--- config.mk ---
export PLATFORM = sky130hd
export DESIGN_NAME = tilt_compensated_compass_heading_flat
export DESIGN_NICKNAME = d
export VERILOG_FILES = /design/src/hdl/tcch_pkg.sv /design/src/hdl/tcch_if.sv /design/src/hdl/tilt_compensated_compass_heading.sv /design/src/flat_wrapper.sv
export SDC_FILE = /design/constraint.sdc
export NUM_CORES = 2
export LEC_CHECK = 0
export BUFFER_PORTS_ARGS = -buffer_cell sky130_fd_sc_hd__buf_2
export CAP_MARGIN = 40
export CORE_UTILIZATION = 30
export DETAILED_ROUTE_END_ITERATION = 10
export PLACE_DENSITY = 0.56
export SYNTH_ARGS = -nofsm -noshare
export SYNTH_HDL_FRONTEND = slang
export SYNTH_SLANG_ARGS = --single-unit
--- constraint.sdc ---
create_clock -name clk -period 12.75 [get_ports clk]
set_clock_uncertainty 0.1 [all_clocks]
set_input_delay 2.55 -clock clk [delete_from_list [all_inputs] [get_ports clk]]
set_output_delay 2.55 -clock clk [all_outputs]
set_load 0.01 [all_outputs]
--- src/hdl/tcch_pkg.sv ---
package tcch_pkg;

    // Field widths of the channels
    localparam int SAMPLE_W  = 16;
    localparam int HEADING_W = 9;
    localparam int FINE_W    = 17;
    localparam int SHIFT_W   = 4;

    // Defaults for the top-level parameters
    localparam int CORDIC_STEPS_DEF = 16;
    localparam int SAMPLE_BITS_DEF  = 16;

    // Datapath widths
    localparam int CORDIC_W = 24;   // CORDIC x/y working width
    localparam int ANG_W    = 20;   // angle, signed degrees Q9.8
    localparam int ROT_W    = 18;   // rotated samples
    localparam int TRIG_W   = 16;   // sin/cos, Q1.15
    localparam int LUT_IDX_W = 5;
    localparam int TABLE_LEN = 24;

    // Angle constants in degrees Q9.8
    localparam logic signed [ANG_W-1:0] DEG90  = 20'sd23040;
    localparam logic signed [ANG_W-1:0] DEG180 = 20'sd46080;
    localparam logic signed [CORDIC_W-1:0] INV_GAIN = 24'sd19899;
    localparam int Q15_RND     = 32767;
    localparam int HEADING_MOD = 360;
    localparam int SHIFT_MAX   = 8;
    localparam int FINE_MAX    = 91904;

    // Configuration registers
    localparam int APB_ADDR_W = 3;
    localparam int APB_DATA_W = 32;
    localparam logic REG_OFFSET = 1'b0;
    localparam logic REG_SHIFT  = 1'b1;
    localparam logic [HEADING_W-1:0] OFFSET_RST = 9'd166;
    localparam logic [SHIFT_W-1:0]   SHIFT_RST  = 4'd3;

    // Rotation selects for the shared multiplier
    localparam logic [1:0] ROT_MY2 = 2'd0;
    localparam logic [1:0] ROT_MZ2 = 2'd1;
    localparam logic [1:0] ROT_AZ2 = 2'd2;
    localparam logic [1:0] ROT_MX2 = 2'd3;

    // Multiply-accumulate phases
    localparam logic [1:0] MAC_PH_FIRST  = 2'd0;
    localparam logic [1:0] MAC_PH_SECOND = 2'd1;
    localparam logic [1:0] MAC_PH_SUM    = 2'd2;

    typedef enum logic [3:0] {
        ST_IDLE,
        ST_ROLL_VEC,
        ST_ROLL_ROT,
        ST_MAC,
        ST_PITCH_VEC,
        ST_PITCH_ROT,
        ST_HEAD_VEC,
        ST_HEADING,
        ST_SMOOTH,
        ST_DONE
    } tcch_state_t;

    // atan(2^-i) in degrees Q9.8, rounded to nearest
    function automatic logic signed [ANG_W-1:0] atan_lut(input logic [LUT_IDX_W-1:0] idx);
        logic signed [ANG_W-1:0] val;
        begin
            case (idx)
                5'd0:    val = 20'sd11520;
                5'd1:    val = 20'sd6801;
                5'd2:    val = 20'sd3593;
                5'd3:    val = 20'sd1824;
                5'd4:    val = 20'sd916;
                5'd5:    val = 20'sd458;
                5'd6:    val = 20'sd229;
                5'd7:    val = 20'sd115;
                5'd8:    val = 20'sd57;
                5'd9:    val = 20'sd29;
                5'd10:   val = 20'sd14;
                5'd11:   val = 20'sd7;
                5'd12:   val = 20'sd4;
                5'd13:   val = 20'sd2;
                5'd14:   val = 20'sd1;
                default: val = 20'sd0;
            endcase
            return val;
        end
    endfunction

endpackage

--- src/hdl/tcch_if.sv ---
interface tcch_sensor_if import tcch_pkg::*; ();
    logic                       valid;
    logic                       ready;
    logic signed [SAMPLE_W-1:0] acc_x;
    logic signed [SAMPLE_W-1:0] acc_y;
    logic signed [SAMPLE_W-1:0] acc_z;
    logic signed [SAMPLE_W-1:0] mag_x;
    logic signed [SAMPLE_W-1:0] mag_y;
    logic signed [SAMPLE_W-1:0] mag_z;

    modport source (
        output valid, acc_x, acc_y, acc_z, mag_x, mag_y, mag_z,
        input  ready
    );
    modport sink (
        input  valid, acc_x, acc_y, acc_z, mag_x, mag_y, mag_z,
        output ready
    );
endinterface

interface tcch_result_if import tcch_pkg::*; ();
    logic                 valid;
    logic                 ready;
    logic [HEADING_W-1:0] raw_heading;
    logic [FINE_W-1:0]    smoothed_heading_fine;
    logic [HEADING_W-1:0] smoothed_heading;

    modport source (
        output valid, raw_heading, smoothed_heading_fine, smoothed_heading,
        input  ready
    );
    modport sink (
        input  valid, raw_heading, smoothed_heading_fine, smoothed_heading,
        output ready
    );
endinterface

--- src/hdl/tilt_compensated_compass_heading.sv ---
// A vectoring pass with a zero y operand skips its micro-rotations. Each transaction makes
// five passes through the single CORDIC stage plus four two-term products on one multiplier;
// a new transaction is taken only once the last result has moved to the output register.
// The output register lets a finished result wait while the next transaction is taken.
// Reset (rst_n, asynchronous, active low) clears the smoothing state and the handshakes,
// and loads offset_reg = 166, shift_reg = 3.
module tilt_compensated_compass_heading import tcch_pkg::*; #(
    parameter int CORDIC_STEPS = CORDIC_STEPS_DEF,
    parameter int SAMPLE_BITS  = SAMPLE_BITS_DEF
) (
    input  logic                  clk,
    input  logic                  rst_n,
    tcch_sensor_if.sink           sensor,
    tcch_result_if.source         result,
    input  logic                  psel,
    input  logic                  penable,
    input  logic                  pwrite,
    input  logic [APB_ADDR_W-1:0] paddr,
    input  logic [APB_DATA_W-1:0] pwdata,
    output logic [APB_DATA_W-1:0] prdata,
    output logic                  pready
);

    localparam int CNT_W = $clog2(CORDIC_STEPS + 1);
    localparam int MW    = ROT_W + TRIG_W;
    localparam int MS    = MW + 1;
    localparam int HQ_W  = ANG_W + 1;
    localparam int HT_W  = HQ_W - 8;
    localparam int DF_W  = FINE_W + 1;

    tcch_state_t state_reg, state_next;

    logic [HEADING_W-1:0] offset_reg;
    logic [SHIFT_W-1:0]   shift_reg;

    logic signed [SAMPLE_BITS-1:0] ax_reg, ay_reg, az_reg, mx_reg, my_reg, mz_reg;
    logic signed [SAMPLE_BITS-1:0] ax_next, ay_next, az_next, mx_next, my_next, mz_next;

    logic signed [CORDIC_W-1:0] cx_reg, cy_reg, cx_next, cy_next;
    logic signed [ANG_W-1:0]    cz_reg, cz_next;
    logic [CNT_W-1:0]           cnt_reg, cnt_next;
    logic                       cneg_reg, cneg_next;

    logic signed [TRIG_W-1:0] sin_reg, cos_reg, sin_next, cos_next;
    logic signed [ROT_W-1:0]  my2_reg, mz2_reg, my2_next, mz2_next;
    logic [1:0]               rot_reg, rot_next;
    logic [1:0]               ph_reg, ph_next;
    logic signed [MW-1:0]     prod_reg, acc_reg, prod_next, acc_next;

    logic [HEADING_W-1:0] head_reg, head_next;
    logic [FINE_W-1:0]    prev_reg, prev_next;

    logic                 out_valid_reg, out_valid_next;
    logic [HEADING_W-1:0] out_raw_reg, out_raw_next;
    logic [FINE_W-1:0]    out_fine_reg, out_fine_next;

    logic cnt_end;
    logic out_free;

    // Configuration port: zero wait states, register picked by paddr bit 2
    assign pready = 1'b1;

    always_ff @(posedge clk or negedge rst_n)
    begin
        if (!rst_n)
        begin
            offset_reg <= OFFSET_RST;
            shift_reg  <= SHIFT_RST;
        end
        else if (psel && penable && pwrite)
        begin
            case (paddr[2])
                REG_OFFSET: offset_reg <= pwdata[HEADING_W-1:0];
                REG_SHIFT:  shift_reg  <= pwdata[SHIFT_W-1:0];
                default:    offset_reg <= offset_reg;
            endcase
        end
    end

    always_comb
    begin
        case (paddr[2])
            REG_OFFSET: prdata = APB_DATA_W'(offset_reg);
            REG_SHIFT:  prdata = APB_DATA_W'(shift_reg);
            default:    prdata = '0;
        endcase
    end

    assign cnt_end  = (cnt_reg == CNT_W'(CORDIC_STEPS));
    assign out_free = !out_valid_reg || result.ready;

    // Shared CORDIC stage: one micro-rotation per cycle
    logic signed [CORDIC_W-1:0] xs, ys, step_x, step_y;
    logic signed [ANG_W-1:0]    step_at, step_z;
    logic                       rot_mode, step_dn;

    always_comb
    begin
        xs       = cx_reg >>> cnt_reg;
        ys       = cy_reg >>> cnt_reg;
        step_at  = atan_lut(LUT_IDX_W'(cnt_reg));
        rot_mode = (state_reg == ST_ROLL_ROT) || (state_reg == ST_PITCH_ROT);
        step_dn  = rot_mode ? !cz_reg[ANG_W-1] : cy_reg[CORDIC_W-1];
        if (step_dn)
        begin
            step_x = cx_reg - ys;
            step_y = cy_reg + xs;
            step_z = cz_reg - step_at;
        end
        else
        begin
            step_x = cx_reg + ys;
            step_y = cy_reg - xs;
            step_z = cz_reg + step_at;
        end
    end

    // Shared multiplier and two-term accumulate with truncation toward zero
    logic signed [ROT_W-1:0]  t0a, t1a, mul_a;
    logic signed [TRIG_W-1:0] t0b, t1b, mul_b;
    logic                     mac_sub;
    logic signed [MW-1:0]     mul_p;
    logic signed [MS-1:0]     mac_sum, mac_tr;
    logic signed [ROT_W-1:0]  mac_res;

    always_comb
    begin
        mac_sub = 1'b0;
        case (rot_reg)
            ROT_MY2:
            begin
                t0a = ROT_W'(my_reg); t0b = cos_reg;
                t1a = ROT_W'(mz_reg); t1b = sin_reg;
                mac_sub = 1'b1;
            end
            ROT_MZ2:
            begin
                t0a = ROT_W'(my_reg); t0b = sin_reg;
                t1a = ROT_W'(mz_reg); t1b = cos_reg;
            end
            ROT_AZ2:
            begin
                t0a = ROT_W'(ay_reg); t0b = sin_reg;
                t1a = ROT_W'(az_reg); t1b = cos_reg;
            end
            default:
            begin
                t0a = ROT_W'(mx_reg); t0b = cos_reg;
                t1a = mz2_reg;        t1b = sin_reg;
            end
        endcase
        mul_a   = (ph_reg == MAC_PH_FIRST) ? t0a : t1a;
        mul_b   = (ph_reg == MAC_PH_FIRST) ? t0b : t1b;
        mul_p   = MW'(mul_a) * MW'(mul_b);
        mac_sum = mac_sub ? (MS'(acc_reg) - MS'(prod_reg)) : (MS'(acc_reg) + MS'(prod_reg));
        mac_tr  = (mac_sum + (mac_sum[MS-1] ? MS'(Q15_RND) : MS'(0))) >>> 15;
        mac_res = ROT_W'(mac_tr);
    end

    // Vectoring load: pick the atan2 operands and handle the axis cases
    logic signed [CORDIC_W-1:0] vin_y, vin_x, vl_x, vl_y;
    logic signed [ANG_W-1:0]    vl_z;
    logic [CNT_W-1:0]           vl_cnt;

    always_comb
    begin
        if (state_reg == ST_IDLE)
        begin
            vin_y = CORDIC_W'(signed'(sensor.acc_y[SAMPLE_BITS-1:0]));
            vin_x = CORDIC_W'(signed'(sensor.acc_z[SAMPLE_BITS-1:0]));
        end
        else if (rot_reg == ROT_AZ2)
        begin
            vin_y = -CORDIC_W'(ax_reg);
            vin_x = CORDIC_W'(mac_res);
        end
        else
        begin
            vin_y = CORDIC_W'(my2_reg);
            vin_x = CORDIC_W'(mac_res);
        end

        vl_x   = vin_x;
        vl_y   = vin_y;
        vl_cnt = '0;
        if (vin_y == '0)
        begin
            vl_z   = vin_x[CORDIC_W-1] ? DEG180 : '0;
            vl_cnt = CNT_W'(CORDIC_STEPS);
        end
        else if (vin_x[CORDIC_W-1])
        begin
            vl_z = vin_y[CORDIC_W-1] ? -DEG180 : DEG180;
            vl_x = -vin_x;
            vl_y = -vin_y;
        end
        else
        begin
            vl_z = '0;
        end
    end

    // Rotation load: fold the angle into +-90 degrees
    logic signed [ANG_W-1:0] sl_z;
    logic                    sl_neg;

    always_comb
    begin
        sl_z   = cz_reg;
        sl_neg = 1'b0;
        if (cz_reg > DEG90)
        begin
            sl_z   = cz_reg - DEG180;
            sl_neg = 1'b1;
        end
        else if (cz_reg < -DEG90)
        begin
            sl_z   = cz_reg + DEG180;
            sl_neg = 1'b1;
        end
    end

    function automatic logic signed [TRIG_W-1:0] sat_q15(input logic signed [CORDIC_W-1:0] v);
        logic signed [TRIG_W-1:0] r;
        begin
            if (v > CORDIC_W'(32767))
                r = 16'sh7FFF;
            else if (v < -CORDIC_W'(32768))
                r = 16'sh8000;
            else
                r = TRIG_W'(v);
            return r;
        end
    endfunction

    // Heading: offset minus angle, truncate to degrees, wrap into 0..359
    logic signed [HQ_W-1:0] hq8, hq_adj;
    logic signed [HT_W-1:0] h_deg, h_pos;
    logic signed [HT_W-1:0] h_mod;

    always_comb
    begin
        hq8    = HQ_W'($signed({1'b0, offset_reg, 8'b0})) - HQ_W'(cz_reg);
        hq_adj = hq8 + (hq8[HQ_W-1] ? HQ_W'(255) : HQ_W'(0));
        h_deg  = HT_W'(hq_adj >>> 8);
        h_pos  = h_deg[HT_W-1] ? (h_deg + HT_W'(2 * HEADING_MOD)) : h_deg;
        if (h_pos >= HT_W'(2 * HEADING_MOD))
            h_mod = h_pos - HT_W'(2 * HEADING_MOD);
        else if (h_pos >= HT_W'(HEADING_MOD))
            h_mod = h_pos - HT_W'(HEADING_MOD);
        else
            h_mod = h_pos;
    end

    // Smoothing: prev + floor((target - prev) / 2^k), k saturated at 8
    logic [SHIFT_W-1:0]     k_sat;
    logic signed [DF_W-1:0] sm_diff, sm_step, sm_sum;

    always_comb
    begin
        k_sat   = (shift_reg > SHIFT_W'(SHIFT_MAX)) ? SHIFT_W'(SHIFT_MAX) : shift_reg;
        sm_diff = $signed({1'b0, head_reg, 8'b0}) - $signed({1'b0, prev_reg});
        sm_step = sm_diff >>> k_sat;
        sm_sum  = $signed({1'b0, prev_reg}) + sm_step;
    end

    // Next state
    always_comb
    begin
        state_next = state_reg;
        case (state_reg)
            ST_IDLE:      if (sensor.valid) state_next = ST_ROLL_VEC;
            ST_ROLL_VEC:  if (cnt_end) state_next = ST_ROLL_ROT;
            ST_ROLL_ROT:  if (cnt_end) state_next = ST_MAC;
            ST_MAC:
            begin
                if (ph_reg == MAC_PH_SUM)
                begin
                    if (rot_reg == ROT_AZ2)
                        state_next = ST_PITCH_VEC;
                    else if (rot_reg == ROT_MX2)
                        state_next = ST_HEAD_VEC;
                end
            end
            ST_PITCH_VEC: if (cnt_end) state_next = ST_PITCH_ROT;
            ST_PITCH_ROT: if (cnt_end) state_next = ST_MAC;
            ST_HEAD_VEC:  if (cnt_end) state_next = ST_HEADING;
            ST_HEADING:   state_next = ST_SMOOTH;
            ST_SMOOTH:    state_next = ST_DONE;
            ST_DONE:      if (out_free) state_next = ST_IDLE;
            default:      state_next = ST_IDLE;
        endcase
    end

    // Datapath updates per state
    always_comb
    begin
        ax_next = ax_reg; ay_next = ay_reg; az_next = az_reg;
        mx_next = mx_reg; my_next = my_reg; mz_next = mz_reg;
        cx_next = cx_reg; cy_next = cy_reg; cz_next = cz_reg;
        cnt_next  = cnt_reg;
        cneg_next = cneg_reg;
        sin_next  = sin_reg;
        cos_next  = cos_reg;
        my2_next  = my2_reg;
        mz2_next  = mz2_reg;
        rot_next  = rot_reg;
        ph_next   = ph_reg;
        prod_next = prod_reg;
        acc_next  = acc_reg;
        head_next = head_reg;
        prev_next = prev_reg;
        out_raw_next   = out_raw_reg;
        out_fine_next  = out_fine_reg;
        out_valid_next = out_valid_reg && !result.ready;

        case (state_reg)
            ST_IDLE:
            begin
                // Latch the transaction and start the roll atan2
                if (sensor.valid)
                begin
                    ax_next = signed'(sensor.acc_x[SAMPLE_BITS-1:0]);
                    ay_next = signed'(sensor.acc_y[SAMPLE_BITS-1:0]);
                    az_next = signed'(sensor.acc_z[SAMPLE_BITS-1:0]);
                    mx_next = signed'(sensor.mag_x[SAMPLE_BITS-1:0]);
                    my_next = signed'(sensor.mag_y[SAMPLE_BITS-1:0]);
                    mz_next = signed'(sensor.mag_z[SAMPLE_BITS-1:0]);
                    cx_next  = vl_x;
                    cy_next  = vl_y;
                    cz_next  = vl_z;
                    cnt_next = vl_cnt;
                    rot_next = ROT_MY2;
                    ph_next  = MAC_PH_FIRST;
                end
            end
            ST_ROLL_VEC, ST_PITCH_VEC:
            begin
                // Iterate, then start sin/cos of the angle found
                if (cnt_end)
                begin
                    cx_next   = INV_GAIN;
                    cy_next   = '0;
                    cz_next   = sl_z;
                    cneg_next = sl_neg;
                    cnt_next  = '0;
                end
                else
                begin
                    cx_next  = step_x;
                    cy_next  = step_y;
                    cz_next  = step_z;
                    cnt_next = cnt_reg + 1'b1;
                end
            end
            ST_ROLL_ROT, ST_PITCH_ROT:
            begin
                // Iterate, then undo the fold and saturate
                if (cnt_end)
                begin
                    cos_next = sat_q15(cneg_reg ? -cx_reg : cx_reg);
                    sin_next = sat_q15(cneg_reg ? -cy_reg : cy_reg);
                    ph_next  = MAC_PH_FIRST;
                end
                else
                begin
                    cx_next  = step_x;
                    cy_next  = step_y;
                    cz_next  = step_z;
                    cnt_next = cnt_reg + 1'b1;
                end
            end
            ST_HEAD_VEC:
            begin
                if (!cnt_end)
                begin
                    cx_next  = step_x;
                    cy_next  = step_y;
                    cz_next  = step_z;
                    cnt_next = cnt_reg + 1'b1;
                end
            end
            ST_MAC:
            begin
                case (ph_reg)
                    MAC_PH_FIRST:
                    begin
                        prod_next = mul_p;
                        ph_next   = MAC_PH_SECOND;
                    end
                    MAC_PH_SECOND:
                    begin
                        acc_next  = prod_reg;
                        prod_next = mul_p;
                        ph_next   = MAC_PH_SUM;
                    end
                    default:
                    begin
                        // Store the rotated sample, or chain it into the next atan2
                        ph_next  = MAC_PH_FIRST;
                        rot_next = rot_reg + 1'b1;
                        case (rot_reg)
                            ROT_MY2: my2_next = mac_res;
                            ROT_MZ2: mz2_next = mac_res;
                            default:
                            begin
                                cx_next  = vl_x;
                                cy_next  = vl_y;
                                cz_next  = vl_z;
                                cnt_next = vl_cnt;
                            end
                        endcase
                    end
                endcase
            end
            ST_HEADING:
            begin
                head_next = HEADING_W'(h_mod);
            end
            ST_SMOOTH:
            begin
                prev_next = FINE_W'(sm_sum);
            end
            ST_DONE:
            begin
                // Hand the result to the output register once it is free
                if (out_free)
                begin
                    out_valid_next = 1'b1;
                    out_raw_next   = head_reg;
                    out_fine_next  = prev_reg;
                end
            end
            default:
            begin
                cnt_next = cnt_reg;
            end
        endcase
    end

    // Control state
    always_ff @(posedge clk or negedge rst_n)
    begin
        if (!rst_n)
        begin
            state_reg     <= ST_IDLE;
            out_valid_reg <= 1'b0;
            prev_reg      <= '0;
            cnt_reg       <= '0;
            rot_reg       <= ROT_MY2;
            ph_reg        <= MAC_PH_FIRST;
            cneg_reg      <= 1'b0;
        end
        else
        begin
            state_reg     <= state_next;
            out_valid_reg <= out_valid_next;
            prev_reg      <= prev_next;
            cnt_reg       <= cnt_next;
            rot_reg       <= rot_next;
            ph_reg        <= ph_next;
            cneg_reg      <= cneg_next;
        end
    end

    // Payload registers
    always_ff @(posedge clk)
    begin
        ax_reg   <= ax_next;
        ay_reg   <= ay_next;
        az_reg   <= az_next;
        mx_reg   <= mx_next;
        my_reg   <= my_next;
        mz_reg   <= mz_next;
        cx_reg   <= cx_next;
        cy_reg   <= cy_next;
        cz_reg   <= cz_next;
        sin_reg  <= sin_next;
        cos_reg  <= cos_next;
        my2_reg  <= my2_next;
        mz2_reg  <= mz2_next;
        prod_reg <= prod_next;
        acc_reg  <= acc_next;
        head_reg <= head_next;
        out_raw_reg  <= out_raw_next;
        out_fine_reg <= out_fine_next;
    end

    // Handshake outputs
    assign sensor.ready                 = (state_reg == ST_IDLE);
    assign result.valid                 = out_valid_reg;
    assign result.raw_heading           = out_raw_reg;
    assign result.smoothed_heading_fine = out_fine_reg;
    assign result.smoothed_heading      = out_fine_reg[FINE_W-1:8];

    // An accepted transaction always starts the roll pass
    a_start_roll: assert property (@(posedge clk) disable iff (!rst_n)
        (sensor.valid && sensor.ready) |=> (state_reg == ST_ROLL_VEC))
        else $error("accepted transaction did not start the roll pass");

    // Smoothed heading never leaves 0..359 degrees
    a_prev_range: assert property (@(posedge clk) disable iff (!rst_n)
        prev_reg <= FINE_W'(FINE_MAX))
        else $error("smoothed heading out of range");

    // Raw heading on the output is wrapped
    a_raw_range: assert property (@(posedge clk) disable iff (!rst_n)
        result.valid |-> (out_raw_reg < HEADING_W'(HEADING_MOD)))
        else $error("raw heading not wrapped");

    // Iteration count stays within the step budget
    a_cnt_range: assert property (@(posedge clk) disable iff (!rst_n)
        cnt_reg <= CNT_W'(CORDIC_STEPS))
        else $error("CORDIC step counter overran");

    // A pending result is never overwritten before it is taken
    a_no_overwrite: assert property (@(posedge clk) disable iff (!rst_n)
        (result.valid && !result.ready && state_reg == ST_DONE) |=> (state_reg == ST_DONE))
        else $error("result overwritten while stalled");

endmodule
--- src/flat_wrapper.sv ---
// flat-port wrapper written by rule: the top's interface ports become plain ports
module tilt_compensated_compass_heading_flat import tcch_pkg::*;
#(
    parameter int CORDIC_STEPS = CORDIC_STEPS_DEF,
    parameter int SAMPLE_BITS  = SAMPLE_BITS_DEF
)
  (clk, rst_n, psel, penable, pwrite, paddr, pwdata, prdata, pready, sensor_valid, sensor_acc_x, sensor_acc_y, sensor_acc_z, sensor_mag_x, sensor_mag_y, sensor_mag_z, sensor_ready, result_valid, result_raw_heading, result_smoothed_heading_fine, result_smoothed_heading, result_ready);
  tcch_sensor_if sensor_i ();
  tcch_result_if result_i ();
  input  logic clk;
  input  logic rst_n;
  input  logic psel;
  input  logic penable;
  input  logic pwrite;
  input  logic [APB_ADDR_W-1:0] paddr;
  input  logic [APB_DATA_W-1:0] pwdata;
  output logic [APB_DATA_W-1:0] prdata;
  output logic pready;
  input wire logic [$bits(sensor_i.valid)-1:0] sensor_valid;
  input wire logic [$bits(sensor_i.acc_x)-1:0] sensor_acc_x;
  input wire logic [$bits(sensor_i.acc_y)-1:0] sensor_acc_y;
  input wire logic [$bits(sensor_i.acc_z)-1:0] sensor_acc_z;
  input wire logic [$bits(sensor_i.mag_x)-1:0] sensor_mag_x;
  input wire logic [$bits(sensor_i.mag_y)-1:0] sensor_mag_y;
  input wire logic [$bits(sensor_i.mag_z)-1:0] sensor_mag_z;
  output wire logic [$bits(sensor_i.ready)-1:0] sensor_ready;
  output wire logic [$bits(result_i.valid)-1:0] result_valid;
  output wire logic [$bits(result_i.raw_heading)-1:0] result_raw_heading;
  output wire logic [$bits(result_i.smoothed_heading_fine)-1:0] result_smoothed_heading_fine;
  output wire logic [$bits(result_i.smoothed_heading)-1:0] result_smoothed_heading;
  input wire logic [$bits(result_i.ready)-1:0] result_ready;
  assign sensor_i.valid = sensor_valid;
  assign sensor_i.acc_x = sensor_acc_x;
  assign sensor_i.acc_y = sensor_acc_y;
  assign sensor_i.acc_z = sensor_acc_z;
  assign sensor_i.mag_x = sensor_mag_x;
  assign sensor_i.mag_y = sensor_mag_y;
  assign sensor_i.mag_z = sensor_mag_z;
  assign sensor_ready = sensor_i.ready;
  assign result_valid = result_i.valid;
  assign result_raw_heading = result_i.raw_heading;
  assign result_smoothed_heading_fine = result_i.smoothed_heading_fine;
  assign result_smoothed_heading = result_i.smoothed_heading;
  assign result_i.ready = result_ready;
  tilt_compensated_compass_heading #(.CORDIC_STEPS(CORDIC_STEPS), .SAMPLE_BITS(SAMPLE_BITS)) u_core (.clk(clk), .rst_n(rst_n), .sensor(sensor_i), .result(result_i), .psel(psel), .penable(penable), .pwrite(pwrite), .paddr(paddr), .pwdata(pwdata), .prdata(prdata), .pready(pready));
endmodule
==> flow_metrics.tcl <==
set metrics [dict create \
    whs_ns 0.405 \
    syn_inst 4613 \
    path_clk_slew_ns 0.07 \
    die_w_um 375 \
    syn_area_um2 41800 \
    fin_util_pct 33.7 \
    dieHeight_um 375 \
    postCtsHoldBufs 0 \
    end_kind "register" \
    h-tree-depth 2 \
    cpMaxStageDelayCell "or2_2" \
    vias 34000 \
    fin_nets 5399 \
    path_max_fanout 38 \
    grt_pass1_wl_um 195000 \
    wl_per_cell_um 19.2 \
    grtUsageTotal_pct 17.5 \
    io_pins 208 \
    cp_data_arrival_time_ns 10.85 \
    yosys_most_used_dff "edfxtp_1" \
    ant_nets 0 \
    fp-row-count 136 \
    routed_wirelength_um 125000 \
    drc 0 \
    rsz0062_at_grt "no" \
    synthArstFlopShare_pct 11.8 \
    antenna_found_initial 4 \
    initial_core_util_pct 30.3 \
    max_slew.worst_pin.slew_ns 0.990 \
    io_buffers 158 \
    die_area_um2 141000 \
    syn-mean-instance-area_um2 9.07 \
    insertion_delay_ns 0.65 \
    dr.pass1.iters 8 \
    post_cts_buffers 0 \
    start_kind "register" \
    cts-root-buf "clkbuf_16" \
    slowest_delay_ns 0.72 \
    crit_family "compound AO/OA/AOI/OAI gates" \
    max_freq_mhz 94.8 \
    avgViaCountPerCell 5.21 \
    status "finished, final reports clean" \
    gr-total-overflow 0 \
    grt_max_degree 71 \
    cts_inserted_buffers 48 \
    crit_type "register to register" \
    crit_path_frequent_cell "fa_1" \
    hp-class "register to register" \
    worst-path-buf-inv 5 \
    fin_crit_sh_pct 82.8 \
    ys_seq_elements 380 \
    multi_input_area_um2 28200 \
    areaGrowthSynthToFinish_pct 11.0 \
    cp_data_required_time_ns 13.04 \
    max-slew-margin-rel_pct 33.2 \
    cts_resized 0 \
    grt_pass1_vias 33200 \
    core_um2 138000 \
    cts.path.max_buffers 3 \
    cap_violations 0 \
    dp.final_hpwl_um 98400 \
    seq_area_um2 11200 \
    gp_congestion 0.912 \
    drive_gt1_share_pct 10.4 \
    finalSetupTns_ns 0 \
    synth.distinct_cells 106 \
    cts_tree "yes" \
    drt_iter0_markers 2462 \
    finalSetupViolations 0 \
    yosysSeqAreaShare_pct 26.8 \
    nFillCells 14100 \
    hold_viol 0 \
    slew_viol_final 0 \
    synth_edf_count 335 \
    clkSinkCount 380 \
    ys_warn_count 0 \
    post-route-min-period_ns 10.55 \
]
-- logic make-up (layout without fill, tap and decap cells) --
logic type	Yosys count	count (layout)	share of synthesized area [%]
multiplexers	188	188	5.54
AO/OA/AOI/OAI	1053	1053	16.3
flip-flops	380	380	26.8
buffers and inverters	658	757	6.22
AND/OR/NAND/NOR	1423	1423	15.7
adder cells (fa/ha/maj)	567	567	22.3
other	2	25	0.0180
XOR/XNOR	342	342	7.16
-- layer usage --
metal / share of wire (%) / routed length [µm] / global-route usage (%)
met1: 45 / 56600 / 24.0
met2: 48 / 59500 / 29.5
met3: 5.0 / 6300 / 1.87
met4: 2.2 / 2750 / 4.14
met5: 0 / 0 / 0
-- placed cells by master (no fill, tap or decap), types with 72 or more instances in the layout --
| master | count |
|---|---|
| a21o_1 | 72 |
| fa_1 | 297 |
| xnor2_1 | 197 |
| inv_1 | 423 |
| nand3_1 | 75 |
| nor3_1 | 104 |
| ha_1 | 269 |
| o21ai_0 | 271 |
| edfxtp_1 | 335 |
| xor2_1 | 144 |
| nor2_1 | 370 |
| a21oi_1 | 254 |
| nand2_1 | 550 |
| buf_4 | 72 |
| mux2i_1 | 108 |
| buf_2 | 161 |
-- metrics by stage --
stage               area (µm²)  instances  setup WS (ns)
CTS                      46400       6527           2.32
finish                   46400       6529           2.20
global route             46400       6528           1.71
detailed placement       44700       6437           2.29
global placement         44500       6415           2.30
floorplan                41900       4635           3.73
-- final timing paths --
check | startpoint | to | slack, ns | cells past startpoint
worst max-delay path | u_core.rot_reg[1] | u_core.prod_reg[33] | 2.20 | 30
worst min-delay path | u_core.prev_reg[16] | u_core.result.smoothed_heading_fine[16] | 0.40 | 0
worst max register to register | u_core.rot_reg[1] | u_core.prod_reg[33] | 2.20 | 30
worst min register to register | u_core.prev_reg[16] | u_core.result.smoothed_heading_fine[16] | 0.40 | 0
max in group asynchronous | rst_n | u_core.cnt_reg[1] | 10.05 | 2
min in group asynchronous | rst_n | u_core.prev_reg[1] | 1.97 | 2
-- synth_stat cells (38+ instances only) --
master | count | area [µm²]
o21ai_0 | 271 | 1360
nor2b_1 | 38 | 238
nand3_1 | 76 | 380
mux2_2 | 48 | 541
xnor2_1 | 198 | 1730
or3_1 | 45 | 282
xor2_1 | 144 | 1260
a31oi_1 | 42 | 263
mux2i_1 | 109 | 1090
edfxtp_1 | 335 | 10100
inv_1 | 424 | 1590
fa_1 | 297 | 5950
a21o_1 | 72 | 541
nand2b_1 | 63 | 394
o21a_1 | 48 | 360
dfrtp_1 | 39 | 976
ha_1 | 270 | 3380
clkbuf_1 | 169 | 634
nor2_1 | 372 | 1400
nand2_1 | 551 | 2070
nor3_1 | 106 | 531
a21oi_1 | 255 | 1280
-- cell type report --
class	instances	share of cell area [%]
Multi-Input combinational cell	3597	60.7
Sequential cell	380	24.1
Tap cell	1794	4.83
Inverter	426	3.44
Timing Repair Buffer	241	3.17
Clock buffer	57	2.70
Clock inverter	33	0.984
Antenna cell	1	0.00539
Power is left out: the tool's default activity adds up to more than one toggle a clock period on the data nets, which glitch-free logic cannot reach.
